$ cat src/rtl/sidx_pkg.sv
package sidx_pkg;

  // Result kinds
  localparam logic [1:0] KIND_HDR_IDS   = 2'd0;
  localparam logic [1:0] KIND_HDR_TIMES = 2'd1;
  localparam logic [1:0] KIND_ENTRY     = 2'd2;

  // Result status codes
  localparam logic [1:0] STATUS_OK            = 2'd0;
  localparam logic [1:0] STATUS_LARGE_SIZE    = 2'd1;
  localparam logic [1:0] STATUS_SIZE_MISMATCH = 2'd2;

  // Result queue depth (at least 2: one byte can raise two results)
  localparam int unsigned RES_DEPTH = 4;

  typedef struct packed {
    logic [7:0] data_byte;
    logic       box_start;
  } in_item_t;

  typedef struct packed {
    logic [1:0]  kind;
    logic        last;
    logic [1:0]  status;
    logic [63:0] value_a;
    logic [63:0] value_b;
    logic [15:0] reference_count;
    logic        reference_type;
    logic        starts_with_sap;
    logic [2:0]  sap_type;
    logic [27:0] sap_delta_time;
  } out_item_t;

endpackage

$ cat src/rtl/sidx_res_fifo.sv
module sidx_res_fifo #(
  parameter int unsigned DEPTH = sidx_pkg::RES_DEPTH
) (
  input  logic                clk,
  input  logic                rst_n,
  input  logic                push_a,
  input  sidx_pkg::out_item_t data_a,
  input  logic                push_b,
  input  sidx_pkg::out_item_t data_b,
  output logic                room2,
  output logic                out_valid,
  input  logic                out_stall,
  output sidx_pkg::out_item_t out_data
);

  localparam int unsigned PW = (DEPTH > 1) ? $clog2(DEPTH) : 1;
  localparam int unsigned CW = $clog2(DEPTH + 1);

  sidx_pkg::out_item_t q_r [DEPTH];
  logic [PW-1:0] wr_ptr_r, wr_ptr_nxt;
  logic [PW-1:0] rd_ptr_r, rd_ptr_nxt;
  logic [CW-1:0] cnt_r, cnt_nxt;
  logic [PW-1:0] wr_ptr_p1;
  logic          pop;

  function automatic logic [PW-1:0] inc_ptr(input logic [PW-1:0] p);
    inc_ptr = (p == PW'(DEPTH - 1)) ? '0 : p + 1'b1;
  endfunction

  assign pop       = out_valid && !out_stall;
  assign out_valid = (cnt_r != '0);
  assign out_data  = q_r[rd_ptr_r];
  assign room2     = (cnt_r <= CW'(DEPTH - 2));
  assign wr_ptr_p1 = inc_ptr(wr_ptr_r);

  // pointer and fill count update
  always_comb begin
    wr_ptr_nxt = wr_ptr_r;
    if (push_a && push_b) begin
      wr_ptr_nxt = inc_ptr(wr_ptr_p1);
    end else if (push_a) begin
      wr_ptr_nxt = wr_ptr_p1;
    end
    rd_ptr_nxt = pop ? inc_ptr(rd_ptr_r) : rd_ptr_r;
    cnt_nxt    = cnt_r + CW'(push_a) + CW'(push_b) - CW'(pop);
  end

  always_ff @(posedge clk) begin
    if (!rst_n) begin
      wr_ptr_r <= '0;
      rd_ptr_r <= '0;
      cnt_r    <= '0;
    end else begin
      wr_ptr_r <= wr_ptr_nxt;
      rd_ptr_r <= rd_ptr_nxt;
      cnt_r    <= cnt_nxt;
    end
  end

  // queue storage, no reset needed
  always_ff @(posedge clk) begin
    if (push_a) begin
      q_r[wr_ptr_r] <= data_a;
    end
    if (push_b) begin
      q_r[wr_ptr_p1] <= data_b;
    end
  end

  a_cnt_bound: assert property (@(posedge clk) disable iff (!rst_n)
    cnt_r <= CW'(DEPTH))
    else $error("result queue count over depth");

  a_push_pair: assert property (@(posedge clk) disable iff (!rst_n)
    push_b |-> push_a)
    else $error("second result pushed without first");

  a_push_room: assert property (@(posedge clk) disable iff (!rst_n)
    push_a |-> room2)
    else $error("result pushed into full queue");

endmodule

$ cat src/rtl/segment_index_box_parser.sv
// Segment index box parser, one box byte per item.
// A completed result is queued as its last byte is accepted, then shown on out_.
// Throughput: one byte per cycle; a byte can raise two results, which queue in a
// RES_DEPTH-entry result queue; input stalls only while that queue holds more than RES_DEPTH-2.
// Reset (rst_n low, synchronous): parser idle waiting for a box start, queue empty.
module segment_index_box_parser #(
  parameter int unsigned RES_DEPTH = sidx_pkg::RES_DEPTH
) (
  input  logic                clk,
  input  logic                rst_n,
  input  logic                in_valid,
  output logic                in_stall,
  input  sidx_pkg::in_item_t  in_data,
  output logic                out_valid,
  input  logic                out_stall,
  output sidx_pkg::out_item_t out_data
);

  typedef enum logic [3:0] {
    PH_IDLE, PH_SIZE, PH_TYPE, PH_VERFLAGS, PH_REFID, PH_TIMESCALE,
    PH_EARLIEST, PH_OFFSET, PH_RESERVED, PH_COUNT, PH_ENTRY, PH_DONE
  } phase_t;

  phase_t      phase_r, phase_nxt;
  logic [3:0]  fbc_r, fbc_nxt;
  logic [63:0] asm_r, asm_nxt;
  logic [31:0] box_size_r, box_size_nxt;
  logic [7:0]  version_r, version_nxt;
  logic [31:0] ref_id_r, ref_id_nxt;
  logic [31:0] tscale_r, tscale_nxt;
  logic [63:0] earliest_r, earliest_nxt;
  logic [63:0] offset_r, offset_nxt;
  logic [15:0] refs_left_r, refs_left_nxt;
  logic [31:0] exp_bytes_r, exp_bytes_nxt;
  logic [31:0] word1_r, word1_nxt;
  logic [31:0] word2_r, word2_nxt;
  logic [15:0] count_r, count_nxt;

  logic        accept, start, room2;
  phase_t      ph;
  logic [3:0]  fbc_inc, field_len;
  logic [63:0] asm_sh;
  logic [31:0] exp_inc, w;
  logic [15:0] rl_dec;
  logic        size_bad;
  logic        push_a, push_b;
  sidx_pkg::out_item_t res_a, res_b;

  assign accept   = in_valid && !in_stall;
  assign in_stall = !room2;
  assign start    = in_data.box_start;

  // phase after a possible restart, and the shifted-in byte
  always_comb begin
    ph        = start ? PH_SIZE : phase_r;
    asm_sh    = {(start ? 56'd0 : asm_r[55:0]), in_data.data_byte};
    fbc_inc   = (start ? 4'd0 : fbc_r) + 4'd1;
    exp_inc   = (start ? 32'd0 : exp_bytes_r) + 32'd1;
    rl_dec    = (start ? 16'd0 : refs_left_r) - 16'd1;
    w         = asm_sh[31:0];
    size_bad  = (exp_inc != box_size_r);
    case (ph)
      PH_EARLIEST, PH_OFFSET: field_len = (version_r == 8'd0) ? 4'd4 : 4'd8;
      PH_RESERVED, PH_COUNT:  field_len = 4'd2;
      default:                field_len = 4'd4;
    endcase
  end

  // field assembly and result generation
  always_comb begin
    phase_nxt     = phase_r;
    fbc_nxt       = fbc_r;
    asm_nxt       = asm_r;
    box_size_nxt  = box_size_r;
    version_nxt   = version_r;
    ref_id_nxt    = ref_id_r;
    tscale_nxt    = tscale_r;
    earliest_nxt  = earliest_r;
    offset_nxt    = offset_r;
    refs_left_nxt = refs_left_r;
    exp_bytes_nxt = exp_bytes_r;
    word1_nxt     = word1_r;
    word2_nxt     = word2_r;
    count_nxt     = count_r;
    push_a        = 1'b0;
    push_b        = 1'b0;
    res_a         = '0;
    res_b         = '0;

    if (accept) begin
      if (start) begin
        phase_nxt     = PH_SIZE;
        fbc_nxt       = '0;
        asm_nxt       = '0;
        exp_bytes_nxt = '0;
        refs_left_nxt = '0;
        count_nxt     = '0;
      end
      if (ph != PH_IDLE && ph != PH_DONE) begin
        asm_nxt       = asm_sh;
        fbc_nxt       = fbc_inc;
        exp_bytes_nxt = exp_inc;
        if (ph == PH_ENTRY) begin
          // 12-byte reference entry: two stored words, third word completes it
          if (fbc_inc == 4'd4) begin
            word1_nxt = w;
          end else if (fbc_inc == 4'd8) begin
            word2_nxt = w;
          end else if (fbc_inc >= 4'd12) begin
            refs_left_nxt         = rl_dec;
            push_a                = 1'b1;
            res_a.kind            = sidx_pkg::KIND_ENTRY;
            res_a.last            = (rl_dec == 16'd0);
            res_a.status          = (rl_dec == 16'd0 && size_bad) ?
                                    sidx_pkg::STATUS_SIZE_MISMATCH : sidx_pkg::STATUS_OK;
            res_a.value_a         = {33'd0, word1_r[30:0]};
            res_a.value_b         = {32'd0, word2_r};
            res_a.reference_count = count_r;
            res_a.reference_type  = word1_r[31];
            res_a.starts_with_sap = w[31];
            res_a.sap_type        = w[30:28];
            res_a.sap_delta_time  = w[27:0];
            fbc_nxt               = '0;
            asm_nxt               = '0;
            if (rl_dec == 16'd0) begin
              phase_nxt = PH_DONE;
            end
          end
        end else if (fbc_inc >= field_len) begin
          // header field complete
          fbc_nxt = '0;
          asm_nxt = '0;
          case (ph)
            PH_SIZE: begin
              box_size_nxt = w;
              phase_nxt    = PH_TYPE;
            end
            PH_TYPE: begin
              if (box_size_r == 32'd1) begin
                push_a       = 1'b1;
                res_a.kind   = sidx_pkg::KIND_HDR_IDS;
                res_a.last   = 1'b1;
                res_a.status = sidx_pkg::STATUS_LARGE_SIZE;
                phase_nxt    = PH_DONE;
              end else begin
                phase_nxt = PH_VERFLAGS;
              end
            end
            PH_VERFLAGS: begin
              version_nxt = w[31:24];
              phase_nxt   = PH_REFID;
            end
            PH_REFID: begin
              ref_id_nxt = w;
              phase_nxt  = PH_TIMESCALE;
            end
            PH_TIMESCALE: begin
              tscale_nxt = w;
              phase_nxt  = PH_EARLIEST;
            end
            PH_EARLIEST: begin
              earliest_nxt = asm_sh;
              phase_nxt    = PH_OFFSET;
            end
            PH_OFFSET: begin
              offset_nxt = asm_sh;
              phase_nxt  = PH_RESERVED;
            end
            PH_RESERVED: begin
              phase_nxt = PH_COUNT;
            end
            PH_COUNT: begin
              refs_left_nxt         = w[15:0];
              count_nxt             = w[15:0];
              push_a                = 1'b1;
              push_b                = 1'b1;
              res_a.kind            = sidx_pkg::KIND_HDR_IDS;
              res_a.value_a         = {32'd0, ref_id_r};
              res_a.value_b         = {32'd0, tscale_r};
              res_a.reference_count = w[15:0];
              res_b.kind            = sidx_pkg::KIND_HDR_TIMES;
              res_b.value_a         = earliest_r;
              res_b.value_b         = offset_r;
              res_b.reference_count = w[15:0];
              if (w[15:0] == 16'd0) begin
                res_b.last   = 1'b1;
                res_b.status = size_bad ? sidx_pkg::STATUS_SIZE_MISMATCH
                                        : sidx_pkg::STATUS_OK;
                phase_nxt    = PH_DONE;
              end else begin
                phase_nxt = PH_ENTRY;
              end
            end
            default: begin
              phase_nxt = phase_r;
            end
          endcase
        end
      end
    end
  end

  always_ff @(posedge clk) begin
    if (!rst_n) begin
      phase_r     <= PH_IDLE;
      fbc_r       <= '0;
      asm_r       <= '0;
      box_size_r  <= '0;
      version_r   <= '0;
      ref_id_r    <= '0;
      tscale_r    <= '0;
      earliest_r  <= '0;
      offset_r    <= '0;
      refs_left_r <= '0;
      exp_bytes_r <= '0;
      word1_r     <= '0;
      word2_r     <= '0;
      count_r     <= '0;
    end else begin
      phase_r     <= phase_nxt;
      fbc_r       <= fbc_nxt;
      asm_r       <= asm_nxt;
      box_size_r  <= box_size_nxt;
      version_r   <= version_nxt;
      ref_id_r    <= ref_id_nxt;
      tscale_r    <= tscale_nxt;
      earliest_r  <= earliest_nxt;
      offset_r    <= offset_nxt;
      refs_left_r <= refs_left_nxt;
      exp_bytes_r <= exp_bytes_nxt;
      word1_r     <= word1_nxt;
      word2_r     <= word2_nxt;
      count_r     <= count_nxt;
    end
  end

  // result queue between parser and output channel
  sidx_res_fifo #(
    .DEPTH(RES_DEPTH)
  ) u_res_fifo (
    .clk       (clk),
    .rst_n     (rst_n),
    .push_a    (push_a),
    .data_a    (res_a),
    .push_b    (push_b),
    .data_b    (res_b),
    .room2     (room2),
    .out_valid (out_valid),
    .out_stall (out_stall),
    .out_data  (out_data)
  );

  a_pair_kinds: assert property (@(posedge clk) disable iff (!rst_n)
    push_b |-> (res_a.kind == sidx_pkg::KIND_HDR_IDS &&
                res_b.kind == sidx_pkg::KIND_HDR_TIMES))
    else $error("header result pair out of order");

  a_last_done: assert property (@(posedge clk) disable iff (!rst_n)
    (push_a && !push_b && res_a.last) || (push_b && res_b.last) |=> phase_r == PH_DONE)
    else $error("parser not done after final result");

  a_large_last: assert property (@(posedge clk) disable iff (!rst_n)
    (push_a && res_a.status == sidx_pkg::STATUS_LARGE_SIZE) |->
      (res_a.last && res_a.kind == sidx_pkg::KIND_HDR_IDS && !push_b))
    else $error("large size report not a lone final header result");

endmodule

$ cat config.mk
export PLATFORM = sky130hd
export DESIGN_NAME = segment_index_box_parser
export DESIGN_NICKNAME = d
export VERILOG_FILES = /design/src/rtl/sidx_pkg.sv /design/src/rtl/sidx_res_fifo.sv /design/src/rtl/segment_index_box_parser.sv
export SDC_FILE = /design/constraint.sdc
export NUM_CORES = 2
export LEC_CHECK = 0
export BUFFER_PORTS_ARGS = -buffer_cell sky130_fd_sc_hd__buf_2
export CAP_MARGIN = 40
export CORE_MARGIN = 1
export CORE_UTILIZATION = 62
export DETAILED_ROUTE_END_ITERATION = 8
export PLACE_DENSITY = 0.79
export SKIP_LAST_GASP = 1
export SYNTH_ARGS = -nofsm -noshare
export SYNTH_HDL_FRONTEND = slang
export SYNTH_SLANG_ARGS = --single-unit
$ cat constraint.sdc
create_clock -name clk -period 13.7 [get_ports clk]
set_input_delay 2.74 -clock clk [delete_from_list [all_inputs] [get_ports clk]]
set_output_delay 2.74 -clock clk [all_outputs]
set_load 0.01 [all_outputs]
* After elaboration in Yosys (flattened, before gate mapping)
Memories as Yosys holds them, arrays and structs flattened. A register that Yosys moved wholly into a read port is not among the register bits.
Cells that the tools add are included.
** Word-level totals
- Register bits :: 431
- RAM bits :: 728
- Bits of input ports :: 13
- Word-level logic and storage cells :: 165
- Memories :: 1
** Memories
- u_res_fifo.q_r :: words 4, width 182, read ports 1, clocked after memory_dff 1, write ports 2, RTL line sidx_res_fifo.sv:19 : sidx_pkg::out_item_t q_r [DEPTH];
** Cells by class
- Add/sub/neg operators :: 9
- $lt $le $gt $ge :: 3
- Eq/ne operators :: 19
- Muxes and demuxes :: 88
- Bitwise gates (word level) :: 2
- Reductions and logical operators :: 26
** Operators with widths (count)
- $mux 182 :: 5
- $mux 148 :: 5
- $mux 56 :: 8
- $mux 149 :: 2
- $mux 16 :: 13
- $mux 112 :: 1
- $mux 4 :: 17
- $mux 32 :: 2
- $pmux 4 s9 :: 1
- $reduce_and 5->1 :: 7
- $mux 33 :: 1
- $add 32x1->32 const B :: 1
- $eq 32x1->1 const B :: 1
- $logic_not 16->1 :: 2
- $ne 32x32->1 :: 1
- $eq 4x3->1 const B :: 5
- $mux 2 :: 10
- $mux 1 :: 18
- $eq 4x4->1 const B :: 4
- $sub 16x1->16 const B :: 1
- $ne 12x3->1 const B :: 1
- $mux 3 :: 3
- $eq 4x2->1 const B :: 2
- $logic_not 8->1 :: 1
- other kinds (21) :: 35

* Depth between registers and ports, before layout
- Word-level depth :: 12
- Mapped depth :: 25
- Gate-level depth less buffers :: 15

* Modules after synthesis
From an unflattened synthesis, not the netlist that was laid out.
** Second synthesis, totals
- Cell total of the unflattened synthesis :: 4567
- Area total of the unflattened synthesis :: 57403.8 µm²
** By module, submodules not included
- sidx_res_fifo :: instances 1, cells an instance 1823, area an instance 36288.6 µm², sequential area each 22041.1 µm²
- segment_index_box_parser :: instances 1, cells an instance 2744, area an instance 21115.3 µm², sequential area each 8488.1 µm²

* Least setup slack after synthesis
Ideal clock, no wire load.
- Path type :: input to register
- Start point :: input in_data[0] (netlist name)
- End point :: memory u_res_fifo.q_r[1][100] (netlist name) (enable)
- Setup time :: 0.500 ns
- Data arrival time :: 10.055 ns
- Data required time :: 13.200 ns
- Setup slack :: 3.145 ns
- Cell stages on the path :: 22
- Path buffers :: 11
- Cells stage by stage :: buf_2 -> buf_2 -> buf_2 -> buf_2 -> buf_2 -> buf_2 -> buf_1 -> buf_1 -> nor2b_1 -> ha_1 -> xnor2_1 -> inv_1 -> ha_1 -> nand2_1 -> a21o_1 -> a2111oi_4 -> buf_4 -> nand2_1 -> and2_1 -> buf_2 -> buf_2 -> inv_1
** RTL lines
- from (decl) :: RTL line segment_index_box_parser.sv:13 : input sidx_pkg::in_item_t in_data,
- to (decl) :: RTL line sidx_res_fifo.sv:19

==> impl_metrics.json <==
{
  "yosys_warnings": 0,
  "hold_ws_ns": 0.448,
  "clock_skew_ns": 0.0653,
  "clk_latency_ns": 0.73,
  "max_cap_violations": 0,
  "grt_pass1_vias": 38700,
  "fillers": 5711,
  "synth_edf_count": 588,
  "ys_types": 87,
  "post_cts_buffers": 0,
  "synthTopCellsByArea": "edfxtp_1 (34%), dfxtp_1 (22%), mux4_2 (7.9%)",
  "startpoint_type": "primary input",
  "dpl.hpwl_um": 86700,
  "cp_cell_sequence": "buf_4 > nor2b_1 > ha_1 > xnor2_1 > inv_1 > ha_1 > nand2_1 > a21o_1 > a2111oi_4 > buf_4 > nand2_1 > and2_2 > inv_6 > buf_4",
  "fp.dieW_um": 291,
  "drv_slew": 0,
  "slowest_delay_ns": 0.77,
  "path_max_fanout": 56,
  "ctsHoldBuffers": 0,
  "path_clk_slew_ns": 0.06,
  "place_congestion": 0.907,
  "syn2layout_area_growth_pct": 10.8,
  "mostFrequentLayoutCells": "nand2_1 (921), edfxtp_1 (588), dfxtp_1 (571), a21oi_1 (380), and3_1 (266)",
  "netlist_area_um2": 51600,
  "post_cts_resized": 0,
  "htree_levels": 3,
  "setup_viol": 0,
  "wirelength_um": 151000,
  "dieHeight_um": 291,
  "drc": 0,
  "cp_data_arrival_time_ns": 8.56,
  "fmax_mhz": 121,
  "hold_viol": 0,
  "avgViaCountPerCell": 6.75,
  "synth_top_flop_cell": "edfxtp_1",
  "ys_seq_area_frac": 0.564,
  "cts.sinks": 1161,
  "grt_pass1_wl_um": 229000,
  "cp_slowest_cell": "buf_4",
  "crit_top_cell": "buf_4",
  "cts_root_buffer": "clkbuf_16",
  "final_nets": 4775,
  "ys_ff_latch": 1161,
  "final_core_util": 0.696,
  "vias": 40000,
  "io_pins": 197,
  "period_minus_slack_ns": 8.26,
  "grt_use_total": 0.350,
  "crit_required_ns": 14.00,
  "fin_tns_setup_ns": 0,
  "wl_per_cell_um": 25.4,
  "clockBufferDepth": 3,
  "yosysTopAreaCell": "edfxtp_1",
  "route.antenna.remaining_nets": 0,
  "rsz0062_at_grt": "no",
  "cts_buffers": 112,
  "avgSynthCellArea_um2": 10.8,
  "postSynth.asyncResetShare": 0,
  "grt_max_degree": 145,
  "initial_utilization": 0.628,
  "drtPass1Iterations": 9,
  "final_layout_size_suffix_gt1_frac": 0.151,
  "antenna_found_initial": 5,
  "outcome": "finished, final reports clean",
  "cp-end-kind": "flip-flop",
  "register_area_um2": 29100,
  "drt_iter0_drc": 5162,
  "final_common_cell": "nand2_1",
  "ir_worst_vdd_v": 0.000137,
  "tightest_slew_ns": 1.07,
  "rows": 105,
  "finalCritPeriodShare": 0.603,
  "core-area_um2": 82200,
  "cts_tree": "done",
  "dieArea_um2": 84500,
  "hold_path.class": "flip-flop to flip-flop",
  "syn_inst": 4799,
  "syn-num-nets": 4830,
  "max-slew-margin-rel": 0.287,
  "gr-total-overflow": 0,
  "setup.worst_path.class": "primary input to flip-flop",
  "synth_top_area_share": 0.342,
  "numPortBuffers": 196,
  "leakage_uw": 0.0191,
  "finalPower_uw": 8140,
  "powerDensity_nw_per_um2": 142,
  "multi_input_area_um2": 20700
}
[per-stage QoR]
stage               instance area, um^2  cells  worst slack [ns]
finish                            57200   5916              5.44
global route                      57200   5913              5.22
CTS                               57200   5913              5.62
detailed placement                53500   5700              4.95
global placement                  52900   5675              4.48
floorplan                         51600   4799              3.15
[report_power, final]
part | internal, uW | total, uW | switching, uW
clock | 1730 | 3140 | 1410
sequential | 3630 | 3660 | 29.2
combinational | 575 | 1340 | 767
[metal layers]
| metal | GRT usage | vias up | part of all wire |
|---|---|---|---|
| met5 | 0 | - | 0 |
| met2 | 0.551 | 2601 | 0.46 |
| met3 | 0.0729 | 444 | 0.12 |
| li1 | - | 17500 | - |
| met1 | 0.465 | 19400 | 0.37 |
| met4 | 0.167 | 0 | 0.049 |
[kinds of logic (layout without fill, tap and decap cells)]
group,Yosys count,count (layout),synth area share
muxes,232,232,0.0891
xor gates and xnor gates,51,51,0.00892
buffers and inverters,499,543,0.0387
DFF,1161,1161,0.564
and+or+nand+nor,1777,1777,0.158
AOI/OAI and AO/OA,1061,1061,0.137
adders and majority gates,18,18,0.00465
other,0,3,0
[final cells by class]
type | instances | share of cell area
multi-input cells | 3139 | 0.361
clock buffers | 145 | 0.0542
clock inverters | 68 | 0.0117
well taps | 1070 | 0.0234
inverters | 31 | 0.00269
repair buffers | 299 | 0.0378
diodes | 3 | 0.000131
flip-flops and latches | 1161 | 0.509
[synth_stat cells, types with 6 or more instances]
cell type  number
nor2_1        260
buf_2          94
mux4_2        182
nor3_1         44
xnor2_1        41
o22ai_1        15
inv_1          26
mux2i_1        48
nand2b_1       11
nand2_1       923
and3_1        266
o211ai_1        6
a21o_1          6
or3_1          11
nand3b_1        9
clkbuf_1      323
and2_1         13
edfxtp_1      588
nand3_1        61
a31oi_1         9
ha_1           16
dfxtp_1       573
a22oi_1       137
o21ai_0        74
nor2b_1        77
a211oi_1        6
nor4_1         31
or4_1          14
xor2_1          9
nand4_1        19
buf_1          48
a21oi_1       381
nand4b_1        6
a22o_1        116
o31ai_1       255
[sequential cells by signal, indices dropped and copies added, names as in the netlist, named ones only]
name	cells
fbc_r	4
refs_left_r	16
ref_id_r	32
count_r	16
u_res_fifo.wr_ptr_r	2
u_res_fifo.q_r	728
asm_r	56
word1_r	32
u_res_fifo.rd_ptr_r	2
offset_r	64
phase_r	4
word2_r	32
exp_bytes_r	32
u_res_fifo.cnt_r	3
version_r	8
earliest_r	64
tscale_r	32
box_size_r	32
[critical path: cells and delay by family]
kind / cells / cell delay [ns]
XOR/XNOR: 1 / 0.70
AO/OA/AOI/OAI: 2 / 0.57
adder cells (fa/ha/maj): 2 / 0.62
buffers and inverters: 5 / 2.63
AND/OR/NAND/NOR: 4 / 1.16
[worst paths after layout]
kind,slack [ns],startpoint,depth (start not counted),endpoint
setup / recovery,5.44,in_data[0],14,u_res_fifo.q_r[3][65]
hold / removal,0.45,asm_r[4],2,asm_r[4]
setup reg to reg,7.77,fbc_r[0],13,u_res_fifo.q_r[3][65]
hold reg to reg,0.45,asm_r[4],2,asm_r[4]
Note: power is estimated with default switching activity, not from simulation.
